**src/hdl/identifier_slug_normalizer_macros.svh**
```systemverilog
// Assertion macros shared by the slug normalizer RTL
`ifndef IDENTIFIER_SLUG_NORMALIZER_MACROS_SVH
`define IDENTIFIER_SLUG_NORMALIZER_MACROS_SVH
`ifndef ASSERT_OFF
`define ISN_ASSERT_IMP(lbl, ante, cons, msg) \
  lbl: assert property (@(posedge clk_i) disable iff (!rst_ni) (ante) |-> (cons)) \
    else $error(msg);
`define ISN_ASSERT_NXT(lbl, ante, cons, msg) \
  lbl: assert property (@(posedge clk_i) disable iff (!rst_ni) (ante) |=> (cons)) \
    else $error(msg);
`else
`define ISN_ASSERT_IMP(lbl, ante, cons, msg)
`define ISN_ASSERT_NXT(lbl, ante, cons, msg)
`endif
`endif

```
**src/hdl/isn_pkg.sv**
```systemverilog
// Types and constants of the identifier slug normalizer
package isn_pkg;

  localparam int unsigned CpW   = 21;
  localparam int unsigned CharW = 7;

  localparam logic [CharW-1:0] CharUnderscore = 7'h5F;
  localparam logic [CharW-1:0] CharNone       = 7'h00;
  localparam logic [CharW-1:0] CharDigit0     = 7'h30;
  localparam logic [CharW-1:0] CharDigit9     = 7'h39;
  localparam logic [CharW-1:0] CharA          = 7'h61;
  localparam logic [CharW-1:0] CharC          = 7'h63;
  localparam logic [CharW-1:0] CharD          = 7'h64;
  localparam logic [CharW-1:0] CharE          = 7'h65;
  localparam logic [CharW-1:0] CharI          = 7'h69;
  localparam logic [CharW-1:0] CharN          = 7'h6E;
  localparam logic [CharW-1:0] CharO          = 7'h6F;
  localparam logic [CharW-1:0] CharS          = 7'h73;
  localparam logic [CharW-1:0] CharT          = 7'h74;
  localparam logic [CharW-1:0] CharU          = 7'h75;
  localparam logic [CharW-1:0] CharY          = 7'h79;

  localparam logic [7:0] Latin1Lo    = 8'hC0;
  localparam logic [7:0] Latin1Mul   = 8'hD7;
  localparam logic [7:0] Latin1Div   = 8'hF7;
  localparam logic [7:0] Latin1Thorn = 8'hFE;
  localparam logic [7:0] Latin1YDia  = 8'hFF;

  // one result transaction
  typedef struct packed {
    logic [CharW-1:0] out_char;
    logic             char_valid;
    logic             end_of_name;
    logic             end_of_run;
  } isn_item_t;

  // results pushed into the output buffer in one cycle, first goes out first
  typedef struct packed {
    logic [1:0] count;
    isn_item_t  first;
    isn_item_t  second;
  } isn_push_t;

endpackage

```
**src/hdl/identifier_slug_normalizer.sv**
```systemverilog
// Top level of the identifier slug normalizer
// Flow: an accepted input transaction is held in the input register, folded from it, and
//   its results are written into the output queue, from which the first can then be taken.
// Throughput: one input transaction per cycle while the output queue has room for its results;
//   an input that yields an inserted underscore plus a character sends them out one at a time.
// Reset: rst_ni clears the input valid, queue count and slug state; payload is not reset.
module identifier_slug_normalizer (
  input  logic                      clk_i,
  input  logic                      rst_ni,
  input  logic                      in_valid_i,
  output logic                      in_stall_o,
  input  logic [isn_pkg::CpW-1:0]   code_point_i,
  input  logic                      last_in_name_i,
  output logic                      out_valid_o,
  input  logic                      out_stall_i,
  output logic [isn_pkg::CharW-1:0] out_char_o,
  output logic                      char_valid_o,
  output logic                      end_of_name_o,
  output logic                      end_of_run_o
);
  import isn_pkg::*;

  `include "identifier_slug_normalizer_macros.svh"

  // input register
  logic                 in_valid_q;
  logic [CpW-1:0]       cp_q;
  logic                 last_q;
  logic                 load;
  logic                 advance;

  // slug state
  logic                 emitted_any_q, emitted_any_d;
  logic                 sep_pending_q, sep_pending_d;
  logic                 prior_digit_q, prior_digit_d;

  logic [CharW-1:0]     fold_char;
  logic                 is_char;
  logic                 is_digit;
  logic                 need_us;
  isn_push_t            push;
  isn_push_t            gen;
  logic [1:0]           free;
  isn_item_t            head;

  isn_fold u_fold (
    .code_point_i (cp_q),
    .fold_char_o  (fold_char)
  );

  assign is_char  = (fold_char != CharNone);
  assign is_digit = (fold_char >= CharDigit0) && (fold_char <= CharDigit9);
  // underscore goes in for a pending separator run or a letter/digit change
  assign need_us  = emitted_any_q && (sep_pending_q || (is_digit != prior_digit_q));

  // results this transaction would produce
  always_comb begin
    gen.count  = 2'd0;
    gen.first  = '{out_char: CharNone, char_valid: 1'b0, end_of_name: 1'b0, end_of_run: 1'b0};
    gen.second = gen.first;
    if (is_char) begin
      if (need_us) begin
        gen.count  = 2'd2;
        gen.first  = '{out_char: CharUnderscore, char_valid: 1'b1,
                       end_of_name: 1'b0, end_of_run: 1'b0};
        gen.second = '{out_char: fold_char, char_valid: 1'b1,
                       end_of_name: last_q, end_of_run: 1'b1};
      end else begin
        gen.count = 2'd1;
        gen.first = '{out_char: fold_char, char_valid: 1'b1,
                      end_of_name: last_q, end_of_run: 1'b1};
      end
    end else if (last_q) begin
      // bare terminator: name ended on a separator or was empty
      gen.count = 2'd1;
      gen.first = '{out_char: CharNone, char_valid: 1'b0,
                    end_of_name: 1'b1, end_of_run: 1'b1};
    end
  end

  // move on only when the queue has room for every result of this transaction
  assign advance    = in_valid_q && (gen.count <= free);
  assign in_stall_o = in_valid_q && !advance;
  assign load       = in_valid_i && !in_stall_o;

  always_comb begin
    push       = gen;
    push.count = advance ? gen.count : 2'd0;
  end

  always_comb begin
    emitted_any_d = emitted_any_q;
    sep_pending_d = sep_pending_q;
    prior_digit_d = prior_digit_q;
    if (advance) begin
      if (is_char) begin
        emitted_any_d = 1'b1;
        sep_pending_d = 1'b0;
        prior_digit_d = is_digit;
      end else if (emitted_any_q) begin
        sep_pending_d = 1'b1;
      end
      if (last_q) begin
        emitted_any_d = 1'b0;
        sep_pending_d = 1'b0;
      end
    end
  end

  always_ff @(posedge clk_i or negedge rst_ni) begin
    if (!rst_ni) begin
      in_valid_q    <= 1'b0;
      emitted_any_q <= 1'b0;
      sep_pending_q <= 1'b0;
      prior_digit_q <= 1'b0;
    end else begin
      in_valid_q    <= load || (in_valid_q && !advance);
      emitted_any_q <= emitted_any_d;
      sep_pending_q <= sep_pending_d;
      prior_digit_q <= prior_digit_d;
    end
  end

  always_ff @(posedge clk_i) begin
    if (load) begin
      cp_q   <= code_point_i;
      last_q <= last_in_name_i;
    end
  end

  isn_outbuf u_outbuf (
    .clk_i       (clk_i),
    .rst_ni      (rst_ni),
    .push_i      (push),
    .free_o      (free),
    .item_o      (head),
    .out_valid_o (out_valid_o),
    .out_stall_i (out_stall_i)
  );

  assign out_char_o    = head.out_char;
  assign char_valid_o  = head.char_valid;
  assign end_of_name_o = head.end_of_name;
  assign end_of_run_o  = head.end_of_run;

  // a pending separator only exists after something was emitted
  `ISN_ASSERT_IMP(a_sep_needs_emit, sep_pending_q, emitted_any_q, "separator pending on empty slug")
  // a finished name leaves no slug state behind
  `ISN_ASSERT_NXT(a_name_clears, advance && last_q, !emitted_any_q && !sep_pending_q, "state kept after name end")
  // only the inserted underscore is a non-final result of a transaction
  `ISN_ASSERT_IMP(a_mid_is_us, out_valid_o && !end_of_run_o, char_valid_o && (out_char_o == CharUnderscore) && !end_of_name_o, "bad first result")
  // terminator carries no character and closes the name
  `ISN_ASSERT_IMP(a_bare_term, out_valid_o && !char_valid_o, (out_char_o == CharNone) && end_of_name_o && end_of_run_o, "bad terminator")
  // stall only when a held transaction cannot move
  `ISN_ASSERT_IMP(a_stall_reason, in_stall_o, in_valid_q && (free < gen.count), "spurious input stall")

endmodule

```
**src/hdl/isn_fold.sv**
```systemverilog
// Code point folding: Latin-1 and ASCII letters to lower-case ASCII, digits kept, else separator
module isn_fold (
  input  logic [isn_pkg::CpW-1:0]   code_point_i,
  output logic [isn_pkg::CharW-1:0] fold_char_o
);
  import isn_pkg::*;

  logic       in_byte;
  logic [7:0] cp_low;
  logic [4:0] lat_idx;

  assign in_byte = (code_point_i[CpW-1:8] == '0);
  assign cp_low  = code_point_i[7:0];
  // upper and lower Latin-1 letter blocks share one index
  assign lat_idx = cp_low[4:0];

  always_comb begin
    fold_char_o = CharNone;
    if (in_byte) begin
      if (cp_low >= 8'h41 && cp_low <= 8'h5A) begin
        fold_char_o = cp_low[CharW-1:0] | 7'h20;
      end else if ((cp_low >= 8'h61 && cp_low <= 8'h7A) ||
                   (cp_low >= 8'h30 && cp_low <= 8'h39)) begin
        fold_char_o = cp_low[CharW-1:0];
      end else if (cp_low >= Latin1Lo) begin
        case (lat_idx)
          5'h00, 5'h01, 5'h02, 5'h03, 5'h04, 5'h05, 5'h06: fold_char_o = CharA;
          5'h07:                                           fold_char_o = CharC;
          5'h08, 5'h09, 5'h0A, 5'h0B:                      fold_char_o = CharE;
          5'h0C, 5'h0D, 5'h0E, 5'h0F:                      fold_char_o = CharI;
          5'h10:                                           fold_char_o = CharD;
          5'h11:                                           fold_char_o = CharN;
          5'h12, 5'h13, 5'h14, 5'h15, 5'h16, 5'h18:        fold_char_o = CharO;
          5'h19, 5'h1A, 5'h1B, 5'h1C:                      fold_char_o = CharU;
          5'h1D:                                           fold_char_o = CharY;
          5'h1E:                                           fold_char_o = CharT;
          5'h1F:                                           fold_char_o = CharS;
          default:                                         fold_char_o = CharNone;
        endcase
        // y diaeresis and lower thorn break the block symmetry; multiplication and division signs fold to none
        if (cp_low == Latin1YDia) begin
          fold_char_o = CharY;
        end
        if (cp_low == Latin1Thorn || cp_low == Latin1Div || cp_low == Latin1Mul) begin
          fold_char_o = CharNone;
        end
      end
    end
  end

endmodule

```
**src/hdl/isn_outbuf.sv**
```systemverilog
// Two-entry output queue for result transactions
module isn_outbuf (
  input  logic               clk_i,
  input  logic               rst_ni,
  input  isn_pkg::isn_push_t push_i,
  output logic [1:0]         free_o,
  output isn_pkg::isn_item_t item_o,
  output logic               out_valid_o,
  input  logic               out_stall_i
);
  import isn_pkg::*;

  isn_item_t  slot_q [2];
  isn_item_t  slot_d [2];
  logic [1:0] count_q, count_d;
  logic [1:0] kept;
  logic       pop;

  assign out_valid_o = (count_q != 2'd0);
  assign item_o      = slot_q[0];
  assign pop         = out_valid_o && !out_stall_i;
  assign kept        = count_q - {1'b0, pop};
  assign free_o      = 2'd2 - kept;

  always_comb begin
    slot_d[0] = slot_q[0];
    slot_d[1] = slot_q[1];
    case (kept)
      2'd0: begin
        slot_d[0] = push_i.first;
        slot_d[1] = push_i.second;
      end
      2'd1: begin
        slot_d[0] = pop ? slot_q[1] : slot_q[0];
        slot_d[1] = push_i.first;
      end
      default: begin
        slot_d[0] = slot_q[0];
        slot_d[1] = slot_q[1];
      end
    endcase
    count_d = kept + push_i.count;
  end

  always_ff @(posedge clk_i or negedge rst_ni) begin
    if (!rst_ni) begin
      count_q <= 2'd0;
    end else begin
      count_q <= count_d;
    end
  end

  always_ff @(posedge clk_i) begin
    slot_q[0] <= slot_d[0];
    slot_q[1] <= slot_d[1];
  end

endmodule

```
**config.mk**
```make
export PLATFORM = sky130hd
export DESIGN_NAME = identifier_slug_normalizer
export DESIGN_NICKNAME = d
export VERILOG_FILES = /design/src/hdl/isn_pkg.sv /design/src/hdl/identifier_slug_normalizer.sv /design/src/hdl/isn_fold.sv /design/src/hdl/isn_outbuf.sv
export VERILOG_INCLUDE_DIRS = /design/src /design/src/hdl
export SDC_FILE = /design/constraint.sdc
export NUM_CORES = 1
export LEC_CHECK = 0
export ABC_AREA = 1
export BUFFER_PORTS_ARGS = -buffer_cell sky130_fd_sc_hd__buf_2
export CORE_MARGIN = 2
export CORE_UTILIZATION = 62
export DETAILED_ROUTE_END_ITERATION = 8
export PLACE_DENSITY = 0.82
export SLEW_MARGIN = 30
export SYNTH_ARGS = -nofsm -noshare
export SYNTH_HDL_FRONTEND = slang
export SYNTH_SLANG_ARGS = --single-unit
```
**constraint.sdc**
```tcl
create_clock -name clk_i -period 6.2 [get_ports clk_i]
set_input_delay 0.31 -clock clk_i [delete_from_list [all_inputs] [get_ports clk_i]]
set_output_delay 0.31 -clock clk_i [all_outputs]
set_load 0.05 [all_outputs]
```
Word level (Yosys, flattened, before mapping)
Memory sizes are Yosys's and may differ from the RTL's. A register that Yosys moved wholly into a read port is not among the register bits.
Cells that the tools add are included.
{ "word_totals": {"regBits": 28, "mem_bits_rw": 20, "romBits": 224, "out_inout_bits": 12, "wordCells": 74, "n_memories": 2} }
{ "classes": {"addsub": 3, "order_cmp": 10, "eq_ne": 6, "mux": 20, "reduce_logical": 26} }
{ "memory_table": {"columns": ["memory", "depth", "word_bits", "read_ports", "rd_ports_with_merged_regs", "write_ports", "line_no", "rtl"], "rows": [
  ["(name not given)", 32, 7, 1, 1, 0, "isn_fold.sv:26", "case (lat_idx)"],
  ["u_outbuf.slot_q", 2, 10, 2, 0, 2, "isn_outbuf.sv:13", "isn_item_t slot_q [2];"]
]} }
{ "ops": {"columns": ["op", "count"], "rows": [
  ["7-bit two-way mux", 6],
  ["20-bit one-hot mux with 2 select lines", 1],
  ["8-bit equality test, second input constant", 4],
  ["10-bit two-way mux", 3],
  ["12-bit two-way mux", 2],
  ["8-bit by 7-bit greater-or-equal comparator with 1-bit output, second input constant", 2],
  ["8-bit by 7-bit less-or-equal comparator with 1-bit output, second input constant", 2],
  ["13-bit zero test", 1],
  ["11-bit two-way mux", 1],
  ["1-bit logical AND", 9],
  ["8-bit by 6-bit greater-or-equal comparator with 1-bit output, second input constant", 1],
  ["8-bit greater-or-equal comparator, second input constant", 1],
  ["8-bit by 6-bit less-or-equal comparator with 1-bit output, second input constant", 1],
  ["7-bit by 6-bit greater-or-equal comparator with 1-bit output, second input constant", 1],
  ["7-bit by 6-bit less-or-equal comparator with 1-bit output, second input constant", 1],
  ["7-bit nonzero test", 1],
  ["2-bit AND reduction", 3],
  ["1-bit logical OR", 5],
  ["1-bit two-way mux", 5],
  ["5-bit two-way mux", 1],
  ["2-bit nonzero test", 2],
  ["1-bit zero test", 3],
  ["3-bit nonzero test", 1],
  ["2-bit adder", 1],
  ["other kinds (7)", 7]
]} }

Logic depth before layout (Yosys ltp)
{ "depth": {"depth_word": 22, "mapped_depth": 30, "depth_no_buf": 29} }

Modules after synthesis
Synthesis repeated with hierarchy kept, for this count alone.
{ "unflattened": {"hier_cells": 316, "hier_area_um2": 2855.2} }
{ "modules_own_cells": {"columns": ["module", "instances", "cells_each", "area_per_inst_um2", "seq_area_each_um2"], "rows": [
  ["isn_outbuf", 1, 109, 1202.4, 650.6],
  ["identifier_slug_normalizer", 1, 101, 1122.3, 760.7],
  ["isn_fold", 1, 106, 530.5, 0.0]
]} }

Least setup slack after synthesis
Ideal clock, no wire load.
{ "synth_path": {"path_type": "register -> register", "startpoint": "register cp_q[0]", "endpoint": "register (tool-made name)", "setup_time_ns": 0.118, "arrival_time_ns": 3.183, "t_required_ns": 6.082, "path_slack_ns": 2.899, "path_stages_with_launch": 29, "n_path_buf": 1, "cell_sequence": "edfxtp_1 -> nor2_1 -> nand3_1 -> nand2_1 -> inv_2 -> nand2_4 -> nand2_4 -> inv_2 -> nand2_1 -> nand3_1 -> nand2_1 -> nor2_1 -> nand2_1 -> nand2_2 -> inv_2 -> ha_1 -> inv_1 -> o21bai_1 -> nand3_1 -> nand2_1 -> buf_2 -> nand2_1 -> o21ai_0 -> inv_1 -> nor2_1 -> nand2_1 -> nand2_1 -> nand2_1 -> nor3b_1"} }
{ "synth_lines": {"columns": ["item", "line_no", "rtl"], "rows": [
  ["start: declaration", "identifier_slug_normalizer.sv:27", "logic [CpW-1:0] cp_q;"],
  ["start signal: assignment", "identifier_slug_normalizer.sv:126", "cp_q <= code_point_i;"]
]} }

==> flow_summary_export.csv <==
group,metric,value,unit
floorplanning,coreArea,4790,µm²
setup_path,path_buf_inv,5,
final_layout,antenna_cells_inserted,0,
clocking,clkLatencyLatePin,0.32,ns
min_path,hold_depth,1,
setup_path,crit_path_start_kind,"register",
setup_path,worstSetupEndpointType,"register",
timing,relSlewSlack,43.5,%
yosys,synth_largest_area_cell,"edfxtp_1",
route,vias_per_cell,5.13,
route,wirelength,5.93,mm
pwr,totalPowerFinal,0.00176,W
yosys,synth.lib_cells_used.distinct,35,
timing,fmaxAchievable,255,MHz
yosys,async_reset_ff_share,11.1,%
yosys,postSynthAreaPerCell,7.83,µm²
floorplanning,die_w,74.9,µm
yosys,dominantRegCellSynth,"edfxtp_1",
final_layout,final_core_utilization,71.0,%
floorplanning,rows,25,
setup_path,worst-endpoint-required,6.42,ns
floorplanning,initial_standard_cell_utilization_of_the_core,65.1,%
yosys,syn-cell-area,3120,µm²
clocking,maximum_level_of_the_cts_h_tree,2,
outcome,run_status,"finished clean",
clocking,cts.path.max_buffers,2,
global_routing,antenna_found_initial,0,
pwr,power_density,518,nW/µm²
setup_path,cp_common_cell,"nand2_1",
timing,fin_worst_skew,0.00819,ns
yosys,synth_seq_area_share,49.1,%
min_path,end_of_the_worst_hold_path,"cp_q[7]",
yosys,ys_ff_latch,54,
place,routabilityCongestion,0.868,
setup_path,cp_data_arrival_time,4.15,ns
global_routing,first_global_vias,2376,
yosys,synth_edf_count,42,
global_routing,largest_net_degree_at_the_start_of_global_routing,23,
setup_path,critical_path.startpoint,"cp_q[4]",
clocking,cts_sinks,54,
flow_run,total_of_max_cap_violations,0,
clocking,cts-buffers-inserted,5,
global_routing,grt_first_pass_wirelength,10.0,mm
min_path,path_class_of_the_lowest_slack_min_delay_path,"in -> reg",
setup_path,ff2ff_path_depth,25,
floorplanning,dieHeight,74.9,µm
global_routing,globalRouteOverflowTotal,0,
clocking,post-cts-setup-buffer-count,0,
final_layout,layout.cells.most_common,"nand2_1",
setup_path,critical_path_peak_fanout,11,
timing,period_share,63.4,%
route,wl_per_cell,11.9,µm
route,drtPass1Iterations,5,
final_layout,fraction_of_layout_cells_with_a_size_suffix_above_1,15.8,%
floorplanning,dieArea,5610,µm²
yosys,number_of_cells_produced_by_synthesis,398,
pwr,max-vdd-ir-drop,0.000429,V
route,detailroute.via_count,2548,
timing,post_route_setup_tns,0,ns
pwr,lkg_pwr,1.84,nW
final_layout,finalNetCount,461,
route,detail_route.iter0.violations,147,
floorplanning,ios,38,
clocking,post_cts.resized_instances,0,
timing,final-max-slew-violation-count,0,
timing,setup_viol,0,
setup_path,critical_path.slowest_cell,"edfxtp_1",
setup_path,worst_path_dominant_cell_family,"simple AND/OR/NAND/NOR gates",
setup_path,cpPeakStageDelay,0.54,ns
setup_path,timing_worst_setup_path_type,"reg -> reg",
place,dp_hpwl,4.47,mm
route,ant_nets,0,
place,port-buffer-count,37,
clocking,cts_tree,"yes",
yosys,synth_area_leaders,"edfxtp_1, nand2_1, nand3_1, inv_1, dfrtp_1",
timing,worst_pin_slew,0.846,ns
min_path,worst_hold_startpoint,"code_point_i[7]",
yosys,synth_warnings,0,
final_layout,area_growth,8.99,%
clocking,clockRootBuffer,"clkbuf_8",
timing,final_hold_violating_endpoints,0,
timing,final_critical_path_required_period,3.93,ns
yosys,net_count_of_the_mapped_netlist,430,
route,drc,0,
setup_path,reg2reg_setup_slack,2.27,ns
yosys,synth.top_cell.area_share,40.5,%
clocking,clkTransAtPathRegs,0.10,ns
final_layout,layout_common_cells,"nand2_1, inv_1, edfxtp_1",
global_routing,globalRouteTotalUtil,23.7,%
setup_path,reg2reg_from,"cp_q[4]",
timing,rsz0062_at_grt,"false",
[cells in the mapped netlist, types with 2 or more instances]
library cell	n
or2_2	2
inv_1	50
nand2_2	9
o21ai_0	10
xnor2_1	2
nand2_1	145
a22oi_1	2
clkbuf_1	2
nand2_4	2
nor2_2	2
edfxtp_1	42
nand4_1	4
inv_2	5
dfxtp_1	6
nand3_1	40
a21oi_1	6
buf_2	2
ha_1	6
a21oi_2	2
nor2_1	32
dfrtp_1	6
buf_4	8
[report_power, final]
group / total [W] / switching (W) / internal, W
clock network: 0.000201 / 0.000119 / 0.0000816
logic: 0.000893 / 0.000664 / 0.000229
registers: 0.000667 / 0.0000571 / 0.000610
total: 0.00176 / 0.000840 / 0.000920
[how the worst max path moves through the flow]
stage	to	slack (ns)	depth (start not counted)
4_1_cts	register	2.27	21
2_1_floorplan	register	2.90	28
3_5_place_dp	register	2.29	21
6_report	register	2.27	25
5_1_grt	register	1.72	22
3_3_place_gp	register	2.47	21
[what timing repair did]
item	CTS	global route
endpoints found under the setup margin	0	0
hold buffers	1	0
hold endpoints to repair	6	0
[cells by family (layout without fill, tap and decap cells)]
family                   count (synthesis)  count (layout)  share of synthesized area, %
AO/OA/AOI/OAI                           27              27                          5.58
XOR/XNOR                                 2               2                         0.562
adder cells (fa/ha/maj)                  6               6                          2.41
buffers and inverters                   69             101                          9.59
flip-flops                              54              54                          49.1
AND/OR/NAND/NOR                        240             240                          32.7
[metrics by stage]
stage          cell area [µm²]  setup WS (ns)  std cells  hold WS, ns
4_1_cts                   3400           2.27        497        0.157
3_5_place_dp              3290           2.29        488        0.135
6_report                  3400           2.27        497        0.161
3_3_place_gp              3290           2.47        488        0.134
5_1_grt                   3400           1.72        497        0.152
2_1_floorplan             3120           2.90        398       0.0144
[routing by layer]
| metal | share of wire, % | global-route usage, % | wire length, µm | vias up |
|---|---|---|---|---|
| met5 | 0 | 0 | 0 | - |
| li1 | - | - | - | 1325 |
| met1 | 46 | 30.9 | 2710 | 1122 |
| met3 | 6.4 | 4.95 | 381 | 11 |
| met4 | 1.9 | 10.1 | 114 | 0 |
| met2 | 46 | 38.4 | 2730 | 90 |
[layout make-up]
type                       count  area [µm²]
sequential                    54        1530
multi-input combinational    275        1290
fill                         389        1390
clock buffer                   5        68.8
inverter                      55         206
tap                           67        83.8
timing repair buffer          38         195
clock inverter                 3        25.0
(Power assumes the default switching activity.)
